File: config.mk
export PLATFORM = sky130hd
export DESIGN_NAME = ir_remote_frame_decoder
export DESIGN_NICKNAME = d
export VERILOG_FILES = /design/src/rtl/irrfd_pkg.sv /design/src/rtl/ir_remote_frame_decoder.sv
export SDC_FILE = /design/constraint.sdc
export NUM_CORES = 1
export LEC_CHECK = 0
export ABC_AREA = 1
export BUFFER_PORTS_ARGS = -buffer_cell sky130_fd_sc_hd__buf_2
export CAP_MARGIN = 20
export CORE_UTILIZATION = 61
export CTS_CLUSTER_SIZE = 28
export DETAILED_ROUTE_END_ITERATION = 7
export PLACE_DENSITY = 0.86
export SYNTH_ARGS = -nofsm -noshare
export SYNTH_HDL_FRONTEND = slang
export SYNTH_SLANG_ARGS = --single-unit
File: constraint.sdc
create_clock -name clk -period 2.1 [get_ports clk]
set_clock_uncertainty 0.05 [all_clocks]
set_input_delay 0.105 -clock clk [delete_from_list [all_inputs] [get_ports clk]]
set_output_delay 0.105 -clock clk [all_outputs]
set_load 0.1 [all_outputs]
File: src/rtl/irrfd_pkg.sv
// Shared constants and types for the infrared remote frame decoder.
package irrfd_pkg;

  // Field widths
  localparam int TICKS_W  = 16;
  localparam int US_W     = 15;
  localparam int CODE_W   = 8;
  localparam int BTN_W    = 3;
  localparam int CFG_W    = 15;
  localparam int CFG_AW   = 3;
  localparam int IN_TDW   = 16;
  localparam int OUT_TDW  = 16;

  // Interval bookkeeping
  localparam int MAX_INTERVALS_DEF = 50;
  localparam int FIRST_BIT_IDX     = 17;
  localparam int BIT_COUNT         = 8;

  // Input kinds carried on tuser
  localparam logic CMD_EDGE    = 1'b0;
  localparam logic CMD_TIMEOUT = 1'b1;

  // Configuration register indexes
  localparam logic [CFG_AW-1:0] REG_LEADER_MIN = 3'd0;
  localparam logic [CFG_AW-1:0] REG_LEADER_MAX = 3'd1;
  localparam logic [CFG_AW-1:0] REG_ONE_MIN    = 3'd2;
  localparam logic [CFG_AW-1:0] REG_ONE_MAX    = 3'd3;
  localparam logic [CFG_AW-1:0] REG_CODE_LEFT  = 3'd4;
  localparam logic [CFG_AW-1:0] REG_CODE_RIGHT = 3'd5;
  localparam logic [CFG_AW-1:0] REG_CODE_UP    = 3'd6;
  localparam logic [CFG_AW-1:0] REG_CODE_DOWN  = 3'd7;

  // Register reset values
  localparam logic [US_W-1:0]   RST_LEADER_MIN = 15'd10000;
  localparam logic [US_W-1:0]   RST_LEADER_MAX = 15'd15000;
  localparam logic [US_W-1:0]   RST_ONE_MIN    = 15'd2000;
  localparam logic [US_W-1:0]   RST_ONE_MAX    = 15'd2300;
  localparam logic [CODE_W-1:0] RST_CODE_LEFT  = 8'd8;
  localparam logic [CODE_W-1:0] RST_CODE_RIGHT = 8'd90;
  localparam logic [CODE_W-1:0] RST_CODE_UP    = 8'd24;
  localparam logic [CODE_W-1:0] RST_CODE_DOWN  = 8'd82;

  // Button codes
  localparam logic [BTN_W-1:0] BTN_NONE  = 3'd0;
  localparam logic [BTN_W-1:0] BTN_LEFT  = 3'd1;
  localparam logic [BTN_W-1:0] BTN_RIGHT = 3'd2;
  localparam logic [BTN_W-1:0] BTN_UP    = 3'd3;
  localparam logic [BTN_W-1:0] BTN_DOWN  = 3'd4;

  // One decoded frame as it leaves the block
  typedef struct packed {
    logic              frame_valid;
    logic [BTN_W-1:0]  button;
    logic [CODE_W-1:0] command_byte;
  } result_t;

endpackage

File: src/rtl/ir_remote_frame_decoder.sv
// Top level of the NEC-style infrared remote frame decoder.
//
//  channel  dir  handshake            tdata (low bit up)                tuser
//  in_      in   in_tvalid/in_tready  [15:0] elapsed_ticks              [0] cmd
//  out_     out  out_tvalid/out_tready [7:0] command_byte, [10:8] button [0] frame_valid
//  cfg_     in   cfg_wr_en            cfg_addr = register index, cfg_wdata = value
//
// One request per cycle while in_tready is high: an edge updates the frame
// state in the cycle it is taken, a timeout writes its result into the output
// register at that edge, or into the skid entry if the output register is held.
// Output register plus one skid entry: in_tready is low only while the skid
// entry is full, so requests keep flowing while one result waits downstream.
// rst_n is synchronous and active low; it restores the register defaults
// and disarms the decoder. No clearing pass is needed.
module ir_remote_frame_decoder
  import irrfd_pkg::*;
#(
  parameter int MAX_INTERVALS = MAX_INTERVALS_DEF
) (
  input  logic               clk,
  input  logic               rst_n,
  // input stream
  input  logic               in_tvalid,
  output logic               in_tready,
  input  logic [IN_TDW-1:0]  in_tdata,   // [15:0] elapsed_ticks
  input  logic               in_tuser,   // [0] cmd
  // result stream
  output logic               out_tvalid,
  input  logic               out_tready,
  output logic [OUT_TDW-1:0] out_tdata,  // [7:0] command_byte, [10:8] button, zero pad
  output logic               out_tuser,  // [0] frame_valid
  // configuration
  input  logic               cfg_wr_en,
  input  logic [CFG_AW-1:0]  cfg_addr,
  input  logic [CFG_W-1:0]   cfg_wdata
);

  localparam int CNT_W = $clog2(MAX_INTERVALS + 1);
  localparam logic [CNT_W-1:0] CNT_MAX   = CNT_W'(MAX_INTERVALS);
  localparam logic [CNT_W-1:0] BIT_FIRST = CNT_W'(FIRST_BIT_IDX);
  localparam logic [CNT_W-1:0] BIT_END   = CNT_W'(FIRST_BIT_IDX + BIT_COUNT);

  // ---------------------------------------------------------------- config
  logic [US_W-1:0]   leader_min_r, leader_max_r, one_min_r, one_max_r;
  logic [CODE_W-1:0] code_left_r, code_right_r, code_up_r, code_down_r;

  always_ff @(posedge clk) begin
    if (!rst_n) begin
      leader_min_r <= RST_LEADER_MIN;
      leader_max_r <= RST_LEADER_MAX;
      one_min_r    <= RST_ONE_MIN;
      one_max_r    <= RST_ONE_MAX;
      code_left_r  <= RST_CODE_LEFT;
      code_right_r <= RST_CODE_RIGHT;
      code_up_r    <= RST_CODE_UP;
      code_down_r  <= RST_CODE_DOWN;
    end else if (cfg_wr_en) begin
      unique case (cfg_addr)
        REG_LEADER_MIN: leader_min_r <= cfg_wdata;
        REG_LEADER_MAX: leader_max_r <= cfg_wdata;
        REG_ONE_MIN:    one_min_r    <= cfg_wdata;
        REG_ONE_MAX:    one_max_r    <= cfg_wdata;
        REG_CODE_LEFT:  code_left_r  <= cfg_wdata[CODE_W-1:0];
        REG_CODE_RIGHT: code_right_r <= cfg_wdata[CODE_W-1:0];
        REG_CODE_UP:    code_up_r    <= cfg_wdata[CODE_W-1:0];
        REG_CODE_DOWN:  code_down_r  <= cfg_wdata[CODE_W-1:0];
        default: ;
      endcase
    end
  end

  // ---------------------------------------------------------------- frame state
  logic              armed_r, armed_nxt;
  logic [CNT_W-1:0]  count_r, count_nxt;
  logic [US_W-1:0]   leader_r, leader_nxt;
  logic [CODE_W-1:0] bits_r, bits_nxt;   // stale bits survive a timeout
  logic [BTN_W-1:0]  last_btn_r, last_btn_nxt;

  // output register and skid entry
  logic    out_vld_r, out_vld_nxt;
  logic    skid_vld_r, skid_vld_nxt;
  result_t out_r, out_nxt;
  result_t skid_r, skid_nxt;

  logic             in_acc, edge_acc, tmo_acc, pop;
  logic [US_W-1:0]  us;
  logic             is_one, in_bits, leader_ok;
  logic [2:0]       bit_sel;
  logic [BTN_W-1:0] btn_map;
  result_t          res;

  assign in_tready = !skid_vld_r;
  assign in_acc    = in_tvalid && in_tready;
  assign edge_acc  = in_acc && (in_tuser == CMD_EDGE);
  assign tmo_acc   = in_acc && (in_tuser == CMD_TIMEOUT);
  assign pop       = out_vld_r && out_tready;

  // half-microsecond ticks down to microseconds
  assign us      = in_tdata[TICKS_W-1:1];
  assign is_one  = (us >= one_min_r) && (us <= one_max_r);
  assign in_bits = (count_r >= BIT_FIRST) && (count_r < BIT_END);
  assign bit_sel = 3'(count_r - BIT_FIRST);

  assign leader_ok = (leader_r >= leader_min_r) && (leader_r <= leader_max_r);

  // first matching code wins, left to down
  always_comb begin
    priority if (bits_r == code_left_r)  btn_map = BTN_LEFT;
    else if      (bits_r == code_right_r) btn_map = BTN_RIGHT;
    else if      (bits_r == code_up_r)    btn_map = BTN_UP;
    else if      (bits_r == code_down_r)  btn_map = BTN_DOWN;
    else                                  btn_map = BTN_NONE;
  end

  always_comb begin
    armed_nxt    = armed_r;
    count_nxt    = count_r;
    leader_nxt   = leader_r;
    bits_nxt     = bits_r;
    last_btn_nxt = last_btn_r;

    res.frame_valid  = leader_ok;
    res.command_byte = leader_ok ? bits_r : '0;
    res.button       = leader_ok ? btn_map : last_btn_r;

    if (edge_acc) begin
      if (!armed_r) begin
        armed_nxt = 1'b1;               // first edge only arms
      end else if (count_r < CNT_MAX) begin
        if (count_r == '0) begin
          leader_nxt = us;
        end else if (in_bits) begin
          bits_nxt[bit_sel] = is_one;
        end
        count_nxt = count_r + 1'b1;     // saturates at the limit by the guard
      end
    end else if (tmo_acc) begin
      armed_nxt    = 1'b0;
      count_nxt    = '0;
      leader_nxt   = '0;
      last_btn_nxt = res.button;        // invalid frame keeps the old button
    end
  end

  // result path: out register first, skid only when out is held
  always_comb begin
    out_vld_nxt  = out_vld_r;
    skid_vld_nxt = skid_vld_r;
    out_nxt      = out_r;
    skid_nxt     = skid_r;
    if (skid_vld_r) begin
      if (pop) begin
        out_nxt      = skid_r;
        skid_vld_nxt = 1'b0;
      end
    end else if (tmo_acc) begin
      if (!out_vld_r || pop) begin
        out_nxt     = res;
        out_vld_nxt = 1'b1;
      end else begin
        skid_nxt     = res;
        skid_vld_nxt = 1'b1;
      end
    end else if (pop) begin
      out_vld_nxt = 1'b0;
    end
  end

  always_ff @(posedge clk) begin
    if (!rst_n) begin
      armed_r    <= 1'b0;
      count_r    <= '0;
      leader_r   <= '0;
      bits_r     <= '0;
      last_btn_r <= BTN_NONE;
      out_vld_r  <= 1'b0;
      skid_vld_r <= 1'b0;
    end else begin
      armed_r    <= armed_nxt;
      count_r    <= count_nxt;
      leader_r   <= leader_nxt;
      bits_r     <= bits_nxt;
      last_btn_r <= last_btn_nxt;
      out_vld_r  <= out_vld_nxt;
      skid_vld_r <= skid_vld_nxt;
    end
  end

  always_ff @(posedge clk) begin
    out_r  <= out_nxt;
    skid_r <= skid_nxt;
  end

  assign out_tvalid = out_vld_r;
  assign out_tuser  = out_r.frame_valid;
  assign out_tdata  = {(OUT_TDW - BTN_W - CODE_W)'(0), out_r.button, out_r.command_byte};

  // ---------------------------------------------------------------- checks
  a_skid_needs_out: assert property (@(posedge clk) disable iff (!rst_n)
    skid_vld_r |-> out_vld_r)
    else $error("skid entry full while output register empty");

  a_count_limit: assert property (@(posedge clk) disable iff (!rst_n)
    count_r <= CNT_MAX)
    else $error("interval count past its limit");

  a_timeout_clears: assert property (@(posedge clk) disable iff (!rst_n)
    tmo_acc |=> (!armed_r && count_r == '0 && leader_r == '0))
    else $error("frame state not cleared after timeout");

  a_bad_frame_zero: assert property (@(posedge clk) disable iff (!rst_n)
    (out_vld_r && !out_r.frame_valid) |-> (out_r.command_byte == '0))
    else $error("invalid frame carries a command byte");

endmodule
Yosys cells after proc, flatten, opt, wreduce, memory -nomap -nowiden
Index checks and enable logic that the tools add are counted.
{"block": "classes", "eq_ne": 16, "order_cmp": 9, "n_reduce_logical": 32, "n_mux": 31, "add_sub_neg": 2, "n_bitwise": 5}
{"cell": "2-to-1 mux 15 bit", "n": 5}
{"cell": "2-to-1 mux 12 bit", "n": 4}
{"cell": "== test 8 bit", "n": 4}
{"cell": "greater-or-equal comparator 15 bit", "n": 2}
{"cell": "less-or-equal comparator 15 bit", "n": 2}
{"cell": "2-to-1 mux 6 bit", "n": 4}
{"cell": "AND reduction 2 bit", "n": 9}
{"cell": "2-to-1 mux 3 bit", "n": 5}
{"cell": "== test 3 bit (second input constant)", "n": 4}
{"cell": "AND reduction 3 bit", "n": 4}
{"cell": "2-to-1 mux 1 bit", "n": 10}
{"cell": "bitwise mux 8 bit", "n": 1}
{"cell": "logical AND 1 bit", "n": 8}
{"cell": "2-to-1 mux 8 bit", "n": 1}
{"cell": "!= test 2 x 1 -> 1 bit (second input constant)", "n": 4}
{"cell": "nonzero test 2 bit", "n": 4}
{"cell": "adder 6 x 1 -> 6 bit (second input constant)", "n": 1}
{"cell": "== test 3 x 2 -> 1 bit (second input constant)", "n": 2}
{"cell": "greater-or-equal comparator 6 x 5 -> 1 bit (second input constant)", "n": 1}
{"cell": "logical NOT 6 bit", "n": 1}
{"cell": "less-than comparator 6 x 5 -> 1 bit (second input constant)", "n": 1}
{"cell": "less-than comparator 6 bit (second input constant)", "n": 1}
{"cell": "inverter 1 bit", "n": 5}
{"cell": "AND reduction 5 bit", "n": 1}
{"cell": "other kinds (10)", "n": 11}
{"block": "totals", "elab_cells": 116, "register_bits": 151, "output_inout_bits": 19}

Logic depth before layout (Yosys ltp)
Gate-level depths: netlist (run 1).
{"block": "depth", "depth_word": 9, "depth_mapped": 15, "mapped_depth_nobuf": 15}

Worst setup path before layout (run 1)
OpenSTA, ideal clock, no wires.
{"block": "synth_timing", "kind": "reg-to-reg", "from": "register out_vld_r, in the netlist out_tvalid", "to": "register out_r (netlist bit out_tdata[0]), enable pin", "path_buffers": 0, "required_time_ps": 1670, "stages_incl_launch_ff": 5, "path_slack_ps": -107, "setup_time_ps": 380, "arrival_time_ps": 1777, "cell_sequence": "dfxtp_1 > nand2_1 > o21ai_0 > inv_1 > nor2_1"}
{"block": "synth_between", "elab_chain_len": 4, "elab_cells_between_ends": 6, "classes_between": "eq/ne: 1; reduce/logical: 5"}
{"item": "start, declared", "line_no": "ir_remote_frame_decoder.sv:80", "rtl": "logic out_vld_r, out_vld_nxt;"}
{"item": "start signal, assigned", "line_no": "ir_remote_frame_decoder.sv:184", "rtl": "out_vld_r <= out_vld_nxt;"}
{"item": "logical NOT 1 bit or logical AND 1 bit (tied branches)", "line_no": "ir_remote_frame_decoder.sv:157, ir_remote_frame_decoder.sv:96"}
{"item": "logical OR 1 bit", "line_no": "ir_remote_frame_decoder.sv:157", "rtl": "if (!out_vld_r || pop) begin"}
{"item": "nonzero test 2 bit (no source line)"}
{"item": "AND reduction 3 bit (no source line) (*)"}
{"item": "end signal, assigned", "line_no": "ir_remote_frame_decoder.sv:190", "rtl": "out_r <= out_nxt;"}
{"item": "end, declared", "line_no": "ir_remote_frame_decoder.sv:82", "rtl": "result_t out_r, out_nxt;"}
Mark *: on every way between the ends. The rest lies on a longest branch, timed or not.
A chain may end at the register's enable or synchronous reset.

==> impl_metrics.json, run 1 <==
{
  "status": "finished, final reports clean",
  "cts-root-buf": "clkbuf_16",
  "slew_violations": 0,
  "rows": 41,
  "cp_max_fo": 10,
  "layout-drive-gt1-share_pct": 11.8,
  "grt_util_all_layers_pct": 29.9,
  "design.die.area_sq_um": 13300,
  "die_y_microns": 115,
  "timing.rr.end": "out_tdata[7]",
  "ys_top_cells_by_count": "nand2_1, inv_1, dfxtp_1",
  "finalCritPeriodShare_pct": 95.9,
  "power_leakage_uw": 0.00425,
  "critPathBufInv": 3,
  "maxCapViolCount": 0,
  "dp_hpwl_microns": 12800,
  "ir_drop_mv": 1.02,
  "synth_edf_count": 24,
  "tns_ns": 0,
  "antenna_found_initial": 0,
  "crit_top_cell": "nand2_1",
  "worstPathRequired_ns": 2.24,
  "crit_family": "simple AND/OR/NAND/NOR gates",
  "clkTransAtPathRegs_ns": 0.06,
  "ys_top_cells_by_area": "dfxtp_1, nand2_1, ha_1",
  "tightest_slew_ns": 0.569,
  "worstSetupPathDepth": 14,
  "yosysMostFrequentCell": "nand2_1",
  "slew_headroom_pct": 62.0,
  "syn_to_final_growth_pct": 17.0,
  "syn_area_sq_um": 7830,
  "finalHoldViolCount": 0,
  "die_x_microns": 115,
  "endpoint": "out_tdata[7]",
  "grt.overflow.total": 0,
  "n_antenna_cell": 0,
  "async_flop_share_pct": 0,
  "setup_violations": 0,
  "io_buffers": 52,
  "rsz0062_at_grt": "yes",
  "coreArea_sq_um": 12600,
  "design_area_sq_um": 9160,
  "crit_start": "leader_max_r[12]",
  "critPathSlowestCell": "dfxtp_1",
  "whs_path_depth": 3,
  "yosys_warnings": 0,
  "drc": 0,
  "reg2reg_setup_slack_ns": 0.09,
  "critPathKind": "reg2reg",
  "syn-instance-count": 1062,
  "ys_ff_latch": 151,
  "cts_buffers": 17,
  "yosysTopAreaCell": "dfxtp_1",
  "routedWlPerCell_microns": 14.3,
  "routed_wl_microns": 19000,
  "io_pins": 59,
  "clockBufferDepth": 2,
  "crit_arrival_ns": 2.15,
  "firstDrtPassIters": 5,
  "ys_seq_area_share_pct": 41.7,
  "power.density_nw_per_um2": 747,
  "avgSynthCellArea_sq_um": 7.37,
  "vias_per_cell": 5.35,
  "grt_pass1_vias": 6561,
  "grt_pass1_wl_microns": 30600,
  "r2r_cells": 14,
  "cp_cell_sequence": "inv_1 -> ha_1 -> nand2_1 -> nor2_2 -> inv_1 -> nor2_2 -> nand2_1 -> nand2_1 -> nand2_2 -> nand2_2 -> buf_12 -> nor2_1 -> nand2_1 -> nand2_1",
  "crit_path_max_incr_delay_ns": 0.30,
  "synthDistinctLibCells": 34,
  "critical_path.startpoint_type": "flop",
  "dr_total_vias": 7116,
  "cts_sinks": 151,
  "endpoint_kind": "flop",
  "finalNetCount": 1247,
  "hold_path_class": "in2reg",
  "grt_max_degree": 58,
  "fmax_ghz": 0.497,
  "fin_crit_ns": 2.01,
  "insertion_delay_ns": 0.43,
  "cts_tree": "yes",
  "reg2reg_from": "leader_max_r[12]",
  "total_power_uw": 6840,
  "cts_max_level": 4,
  "drtAntennaViolNets": 0,
  "synth_top_area_share_pct": 32.5,
  "drtIter0Drc": 556,
  "routabilityCongestion": 0.885,
  "initial_core_util_pct": 62.3,
  "synth_flop_cell": "dfxtp_1",
  "placed_cell_area_sq_um": 8280
}
## tightest hold or removal path, stage by stage
cell and delay (ns):
buf_2 0.17, nand2_1 0.09, o211ai_1 0.07
## cell usage in the layout, fill, tap and decap left out, drive strengths merged
cell / n
nor4: 1
nand4: 8
conb: 5
a21o: 1
and2: 2
nor2: 96
o211ai: 32
nand3: 34
clkinv: 6
xnor2: 4
nand2: 289
a21oi: 104
nor3: 5
inv: 150
dlygate4sd3: 24
bufinv: 2
clkbuf: 20
edfxtp: 24
ha: 63
dfxtp: 127
buf: 71
o21a: 1
clkinvlp: 3
o21ai: 80
a211oi: 2
xor2: 3
## per-layer routing
metal | track usage [%] | part of all wire, % | up-vias
li1 | - | - | 3595
met1 | 39.3 | 44 | 3228
met2 | 47.6 | 46 | 249
met3 | 7.33 | 6.8 | 44
met4 | 11.7 | 2.4 | 0
met5 | 0 | 0 | -
## logic make-up after synthesis
| group | after synthesis | share of synthesized area, % |
|---|---|---|
| other cells | 1 | 0.0479 |
| buf+inv | 185 | 9.51 |
| xor+xnor | 7 | 0.783 |
| fa+ha+maj | 63 | 10.1 |
| simple gates | 435 | 22.7 |
| flops | 151 | 41.7 |
| compound gates | 220 | 15.2 |
## power breakdown
group	switching [uW]	total (uW)	internal, uW	leakage [uW]
clock network	1220	3000	1780	0.000276
registers	33.5	3050	3020	0.00126
logic	546	789	243	0.00271
total	1800	6840	5040	0.00425
## sequential cells by signal, indices dropped and copies added (netlist names), 11 cells and up
register,cells
out_tdata,11
leader_min_r,15
skid_r,12
leader_max_r,15
one_max_r,15
leader_r,15
one_min_r,15
## per-stage QoR
stage               utilization (%)  hold WS, ns  setup slack [ns]  std cells
floorplan                         -        0.181             0.224       1066
global placement               65.9        0.342             0.151       1271
detailed placement             65.9        0.344            0.0938       1271
CTS                            72.4      0.00379            0.0804       1327
global route                   72.9       0.0121           -0.0411       1329
finish                         72.9      0.00942            0.0870       1329
## worst min path at each step
stage                 start         endpoint  slack [ns]
3_3_place_gp   cfg_wdata[9]  leader_max_r[9]        0.34
5_1_grt        cfg_wdata[3]     one_max_r[3]        0.01
2_1_floorplan  cfg_wdata[1]   code_down_r[1]        0.18
3_5_place_dp   cfg_wdata[9]     one_min_r[9]        0.34
4_1_cts        cfg_wdata[3]   code_down_r[3]       0.004
6_report       cfg_wdata[3]  code_right_r[3]       0.009
## final cells by class
cell class	count	area [sq um]
Timing Repair Buffer	95	656
Sequential cell	151	3260
Multi-Input combinational cell	730	3880
Clock buffer	20	447
Clock inverter	12	129
Fill cell	944	3410
Inverter	149	564
Tap cell	172	215
## timing repair
action	in CTS	in global routing
endpoints found under the setup margin	0	15
setup buffers	0	2
gates resized for setup	0	17
hold buffers	24	0
endpoints found under the hold margin	42	0
No activity file was read; power rests on OpenSTA's default activity.
==> run 2, diff against run 1 <==
--- a/config.mk
+++ b/config.mk
@@ -5,13 +5,12 @@
 export SDC_FILE = /design/constraint.sdc
 export NUM_CORES = 1
 export LEC_CHECK = 0
-export ABC_AREA = 1
 export BUFFER_PORTS_ARGS = -buffer_cell sky130_fd_sc_hd__buf_2
 export CAP_MARGIN = 20
-export CORE_UTILIZATION = 61
+export CORE_UTILIZATION = 60
 export CTS_CLUSTER_SIZE = 28
 export DETAILED_ROUTE_END_ITERATION = 7
-export PLACE_DENSITY = 0.86
+export PLACE_DENSITY = 0.85
 export SYNTH_ARGS = -nofsm -noshare
 export SYNTH_HDL_FRONTEND = slang
 export SYNTH_SLANG_ARGS = --single-unit
==> run 2 against run 1 <==
  * The run now ends with negative setup slack left
  * Via count increased by 7.0%
  * Combinational power increased by 5.7%
  * Hold slack improved by 0.0074 ns
  * Routed wire length increased by 30%
  * Synthesized area decreased by 1.4%
  * Cell area increased by 6.6%
  * Sequential cell count unchanged
  * Die area increased by 0.24%
  * Worst setup slack got worse by 0.62 ns
  * Maximum frequency decreased by 24%
  * Final cell count decreased by 8.5%
  * Global-route usage increased by 4.8 points
  * Critical path type unchanged
  * Highest routed layer unchanged
==> impl_metrics.json, run 2 <==
{
  "io_pins": 59,
  "clkTransAtPathRegs_ns": 0.06,
  "rows": 41,
  "tightest_slew_ns": 0.593,
  "crit_top_cell": "a21oi_1",
  "layout_setup_ws_ns": -0.534,
  "slew_headroom_pct": 60.4,
  "hold_path_class": "in2reg",
  "ys_top_cells_by_area": "dfxtp_1, ha_1, nand2_1",
  "ys_ff_latch": 151,
  "min_from": "cfg_wdata[6]",
  "crit_arrival_ns": 2.89,
  "yosysTopAreaCell": "dfxtp_1",
  "drtIter0Drc": 1202,
  "ys_top_cells_by_count": "nand2_1, dfxtp_1, a21oi_1",
  "cts_tree": "yes",
  "design_area_sq_um": 9760,
  "yosys_warnings": 0,
  "timing.rr.end": "last_btn_r[2]",
  "cp_max_fo": 5,
  "insertion_delay_ns": 0.44,
  "cts-root-buf": "clkbuf_16",
  "grt_max_degree": 49,
  "dp_hpwl_microns": 13200,
  "dr_total_vias": 7616,
  "ir_drop_mv": 0.598,
  "routed_wl_microns": 24700,
  "fin_crit_ns": 2.63,
  "grt_pass1_vias": 7206,
  "syn_area_sq_um": 7720,
  "crit_start": "leader_max_r[2]",
  "layout_commonest_cell": "nand2_1",
  "critPathSlowestCell": "a21oi_1",
  "async_flop_share_pct": 0,
  "holdPathEnd": "code_left_r[6]",
  "critPathKind": "reg2reg",
  "drtAntennaViolNets": 0,
  "maxCapViolCount": 0,
  "die_y_microns": 115,
  "initial_core_util_pct": 61.4,
  "power_leakage_uw": 0.00400,
  "synth_flop_cell": "dfxtp_1",
  "setup_violations": 28,
  "reg2reg_from": "leader_max_r[2]",
  "finalHoldViolCount": 0,
  "routedWlPerCell_microns": 20.3,
  "cp_cell_sequence": "inv_1 -> ha_1 -> a21oi_1 -> a21oi_2 -> o31ai_4 -> a31oi_4 -> buf_6 -> o31ai_2 -> a21oi_1",
  "antenna_found_initial": 2,
  "layout-drive-gt1-share_pct": 21.7,
  "mostFrequentLayoutCells": "nand2_1, dfxtp_1, a21oi_1",
  "fin_cells": 1216,
  "cts_max_level": 4,
  "grt_util_all_layers_pct": 34.7,
  "slew_violations": 0,
  "syn_to_final_growth_pct": 26.5,
  "drc": 0,
  "reg2reg_setup_slack_ns": -0.53,
  "ys_seq_area_share_pct": 42.3,
  "design.die.area_sq_um": 13300,
  "fmax_ghz": 0.380,
  "crit_path_max_incr_delay_ns": 0.51,
  "worstPathRequired_ns": 2.35,
  "whs_path_depth": 3,
  "finalNetCount": 1132,
  "rsz0062_at_grt": "yes",
  "endpoint_kind": "flop",
  "cts_buffers": 17,
  "syn-instance-count": 919,
  "clockBufferDepth": 2,
  "r2r_cells": 9,
  "status": "complete, but fails checks",
  "place_ws_ns": -0.371,
  "grt_pass1_wl_microns": 35100,
  "cts_sinks": 151,
  "die_x_microns": 115,
  "placed_cell_area_sq_um": 8340,
  "grt.overflow.total": 0,
  "coreArea_sq_um": 12600,
  "synth_top_area_share_pct": 32.9,
  "failed_checks": "negative setup slack",
  "io_buffers": 52,
  "critical_path.startpoint_type": "flop",
  "total_power_uw": 6790,
  "yosysMostFrequentCell": "nand2_1",
  "avgSynthCellArea_sq_um": 8.40,
  "synthDistinctLibCells": 56,
  "finalCritPeriodShare_pct": 125,
  "vias_per_cell": 6.26,
  "synth_edf_count": 24,
  "firstDrtPassIters": 8,
  "dp.cells": 1140,
  "routabilityCongestion": 0.877,
  "power.density_nw_per_um2": 695
}
run 2: logic make-up after synthesis:
| group | after synthesis | share of synthesized area (%) |
|---|---|---|
| simple gates | 343 | 19.9 |
| buf+inv | 126 | 6.78 |
| mux | 4 | 0.729 |
| other cells | 1 | 0.0486 |
| fa+ha+maj | 63 | 10.2 |
| flops | 151 | 42.3 |
| xor+xnor | 38 | 4.31 |
| compound gates | 193 | 15.8 |
run 2: through the flow:
stage	util, %	TNS, ns	hold slack (ns)
3_5_place_dp	66.4	-6.38	0.294
5_1_grt	77.6	-13.61	0.0347
2_1_floorplan	-	-0.758	0.156
4_1_cts	75.1	-5.00	0.00593
3_3_place_gp	66.4	-4.76	0.278
6_report	77.7	-12.56	0.0168
run 2: per-layer routing:
metal	GRT usage, %	up-vias	share of wire [%]
met1	41.6	3495	37
met4	21.1	0	6.6
met5	0	-	0
met2	56.9	573	47
li1	-	3365	-
met3	7.85	183	10
run 2: cell type report:
| cell class | instances | area [sq um] |
|---|---|---|
| Fill cell | 733 | 2810 |
| Multi-Input combinational cell | 647 | 4380 |
| Antenna cell | 2 | 5.00 |
| Clock inverter | 11 | 72.6 |
| Timing Repair Buffer | 143 | 1070 |
| Sequential cell | 151 | 3280 |
| Clock buffer | 21 | 485 |
| Tap cell | 172 | 215 |
| Inverter | 69 | 259 |
run 2: worst max path at each step:
| stage | end | slack, ns | cells after the start |
|---|---|---|---|
| after floorplan | out_tdata[1] | -0.20 | 9 |
| after global placement | out_tdata[0] | -0.31 | 8 |
| after detailed placement | out_tdata[0] | -0.37 | 8 |
| after CTS | out_tdata[1] | -0.29 | 8 |
| after global routing | last_btn_r[0] | -0.61 | 9 |
| final | last_btn_r[2] | -0.53 | 9 |
run 2: timing repair:
action | 4_1_cts | 5_1_grt
buffers inserted | 4 | 8
pin swaps | 13 | 31
cloned | 1 | 0
hold buffers | 30 | 0
resized for setup | 39 | 48
endpoints found under the setup margin | 27 | 35
endpoints found under the hold margin | 86 | 0
run 2: critical path, delay by kind of cell (launching register included):
| family | cells | cell delay, ns |
|---|---|---|
| buffers and inverters | 2 | 0.24 |
| adders and majority gates | 1 | 0.37 |
| DFF | 1 | 0.33 |
| AOI/OAI and AO/OA | 6 | 1.50 |
run 2: power by group:
part	internal, uW	switching [uW]	total [uW]
Sequential	3000	41.9	3050
Combinational	281	553	834
Clock	1650	1260	2910
Total	4930	1850	6790
==> run 3, diff against run 2 <==
--- a/config.mk
+++ b/config.mk
@@ -7,10 +7,10 @@
 export LEC_CHECK = 0
 export BUFFER_PORTS_ARGS = -buffer_cell sky130_fd_sc_hd__buf_2
 export CAP_MARGIN = 20
-export CORE_UTILIZATION = 60
+export CORE_UTILIZATION = 55
 export CTS_CLUSTER_SIZE = 28
 export DETAILED_ROUTE_END_ITERATION = 7
-export PLACE_DENSITY = 0.85
+export PLACE_DENSITY = 0.82
 export SYNTH_ARGS = -nofsm -noshare
 export SYNTH_HDL_FRONTEND = slang
 export SYNTH_SLANG_ARGS = --single-unit
==> constraint.sdc (replaced) <==
create_clock -name clk -period 2.2 [get_ports clk]
set_clock_uncertainty 0.05 [all_clocks]
set_input_delay 0.66 -clock clk [delete_from_list [all_inputs] [get_ports clk]]
set_output_delay 0.66 -clock clk [all_outputs]
set_load 0.1 [all_outputs]
==> run 3 against run 2 <==
  * Critical path type unchanged
  * Critical endpoint is now out_tdata[0]
  * Cell area down 1.7%
  * Power down 0.47%
  * Hold slack better by 0.38 ns
  * The run still ends with negative setup slack left
  * Largest cell class unchanged
==> impl_metrics.json, run 3 (synthesis results as in run 2) <==
{
  "vias_per_cell": 5.88,
  "cp_cell_sequence": "ha_1 -> nand4_1 -> nor2_2 -> o31ai_4 -> a31o_4 -> and3_4 -> mux2_4",
  "whs_path_depth": 2,
  "initial_core_util_pct": 57.4,
  "crit_path_max_incr_delay_ns": 0.35,
  "n_antenna_cell": 0,
  "grt.overflow.total": 0,
  "crit_family": "simple AND/OR/NAND/NOR gates",
  "grt_max_degree": 60,
  "setup_violations": 23,
  "layout_setup_ws_ns": -0.256,
  "drtIter0Drc": 836,
  "antenna_found_initial": 0,
  "hold_path_class": "in2reg",
  "insertion_delay_ns": 0.43,
  "die_x_microns": 120,
  "slew_headroom_pct": 60.9,
  "nFillCells": 983,
  "cts_buffers": 17,
  "cts-root-buf": "clkbuf_16",
  "status": "complete, but fails checks",
  "firstDrtPassIters": 5,
  "routed_wl_microns": 21600,
  "critPathKind": "reg2reg",
  "die_y_microns": 120,
  "finalNetCount": 1113,
  "routabilityCongestion": 0.903,
  "mostFrequentLayoutCells": "nand2_1, dfxtp_1, a21oi_1",
  "maxCapViolCount": 0,
  "grt_pass1_wl_microns": 32300,
  "critPathSlowestCell": "dfxtp_1",
  "rows": 42,
  "coreArea_sq_um": 13500,
  "dr_total_vias": 7048,
  "reg2reg_setup_slack_ns": -0.26,
  "reg2reg_from": "leader_r[14]",
  "cts_sinks": 151,
  "tightest_slew_ns": 0.585,
  "fin_crit_ns": 2.46,
  "clkTransAtPathRegs_ns": 0.07,
  "crit_arrival_ns": 2.58,
  "rsz0062_at_grt": "yes",
  "r2r_cells": 7,
  "dp.cells": 1156,
  "cp_max_fo": 7,
  "grt_pass1_vias": 6518,
  "layout_commonest_cell": "nand2_1",
  "finalHoldViolCount": 0,
  "syn_to_final_growth_pct": 24.3,
  "io_pins": 59,
  "drtAntennaViolNets": 0,
  "holdPathEnd": "skid_vld_r",
  "fin_cells": 1199,
  "power_leakage_uw": 0.00394,
  "clockBufferDepth": 2,
  "io_buffers": 52,
  "place_ws_ns": -0.294,
  "fmax_ghz": 0.407,
  "drc": 0,
  "layout-drive-gt1-share_pct": 22.8,
  "failed_checks": "negative setup slack",
  "endpoint_kind": "flop",
  "ir_drop_mv": 0.651,
  "worstPathRequired_ns": 2.33,
  "power.density_nw_per_um2": 704,
  "min_from": "out_tready",
  "grt_util_all_layers_pct": 28.9,
  "finalCritPeriodShare_pct": 112,
  "design.die.area_sq_um": 14500,
  "critical_path.startpoint_type": "flop",
  "timing.rr.end": "out_tdata[0]",
  "cts_max_level": 4,
  "critPathBufInv": 0,
  "slew_violations": 0,
  "routedWlPerCell_microns": 18.0,
  "dp_hpwl_microns": 13500,
  "cts_tree": "yes"
}
-- run 3: changes by cell type in the layout (fill, tap and decap cells not counted), sizes merged --
cell / before / now
inv: 70 / 72
bufinv: 0 / 4
buf: 113 / 124
clkinvlp: 5 / 3
dlygate4sd3: 30 / 0
clkbuf: 21 / 18
diode: 2 / 0
clkinv: 5 / 4
-- run 3: how the worst max path moves through the flow --
| stage | start | end | slack [ns] | depth (start not counted) |
|---|---|---|---|---|
| 2_1_floorplan | leader_min_r[9] | out_tdata[1] | -0.1 | 9 |
| 3_3_place_gp | leader_min_r[9] | out_tdata[0] | -0.24 | 8 |
| 3_5_place_dp | in_tdata[13] | bits_r[5] | -0.29 | 9 |
| 4_1_cts | leader_r[10] | out_tdata[0] | -0.20 | 7 |
| 5_1_grt | leader_max_r[14] | out_tdata[0] | -0.25 | 8 |
| 6_report | leader_r[14] | out_tdata[0] | -0.26 | 7 |
-- run 3: metrics by stage --
stage          TNS [ns]  utilization [%]  hold WS [ns]  instance area [sq um]  total power [uW]
2_1_floorplan    -0.310                -         0.382                   7740              3400
4_1_cts           -3.00             68.8         0.388                   9260              6710
3_5_place_dp      -5.55             63.0         0.398                   8470              3640
3_3_place_gp      -4.24             63.0         0.390                   8470              3620
5_1_grt           -3.39             71.3         0.391                   9590              6950
6_report          -3.10             71.3         0.397                   9590              6750
-- run 3: where the power goes --
| part | total [uW] | internal, uW | switching [uW] |
|---|---|---|---|
| Combinational | 755 | 255 | 501 |
| Sequential | 2900 | 2870 | 35.7 |
| Clock | 3090 | 1910 | 1190 |
-- run 3: layer usage --
| layer | vias to the layer above | wire length [microns] | track usage, % |
|---|---|---|---|
| met2 | 356 | 10500 | 49.0 |
| met3 | 70 | 1550 | 5.90 |
| li1 | 3318 | - | - |
| met1 | 3304 | 8820 | 35.7 |
| met5 | - | 0 | 0 |
| met4 | 0 | 748 | 11.7 |
-- run 3: final cells by class --
| type | count | area, sq um | area share, % |
|---|---|---|---|
| Inverter | 69 | 259 | 2.70 |
| Timing Repair Buffer | 124 | 870 | 9.07 |
| Multi-Input combinational cell | 647 | 4340 | 45.2 |
| Clock inverter | 14 | 196 | 2.05 |
| Clock buffer | 18 | 429 | 4.47 |
| Sequential cell | 151 | 3280 | 34.2 |
| Tap cell | 176 | 220 | 2.30 |
-- run 3: timing repair --
item	in CTS	in global routing
endpoints found under the hold margin	0	0
pin swaps	5	23
buffers inserted	2	9
gates cloned	1	0
endpoints found under the setup margin	23	33
hold buffers	0	0
resized for setup	29	54
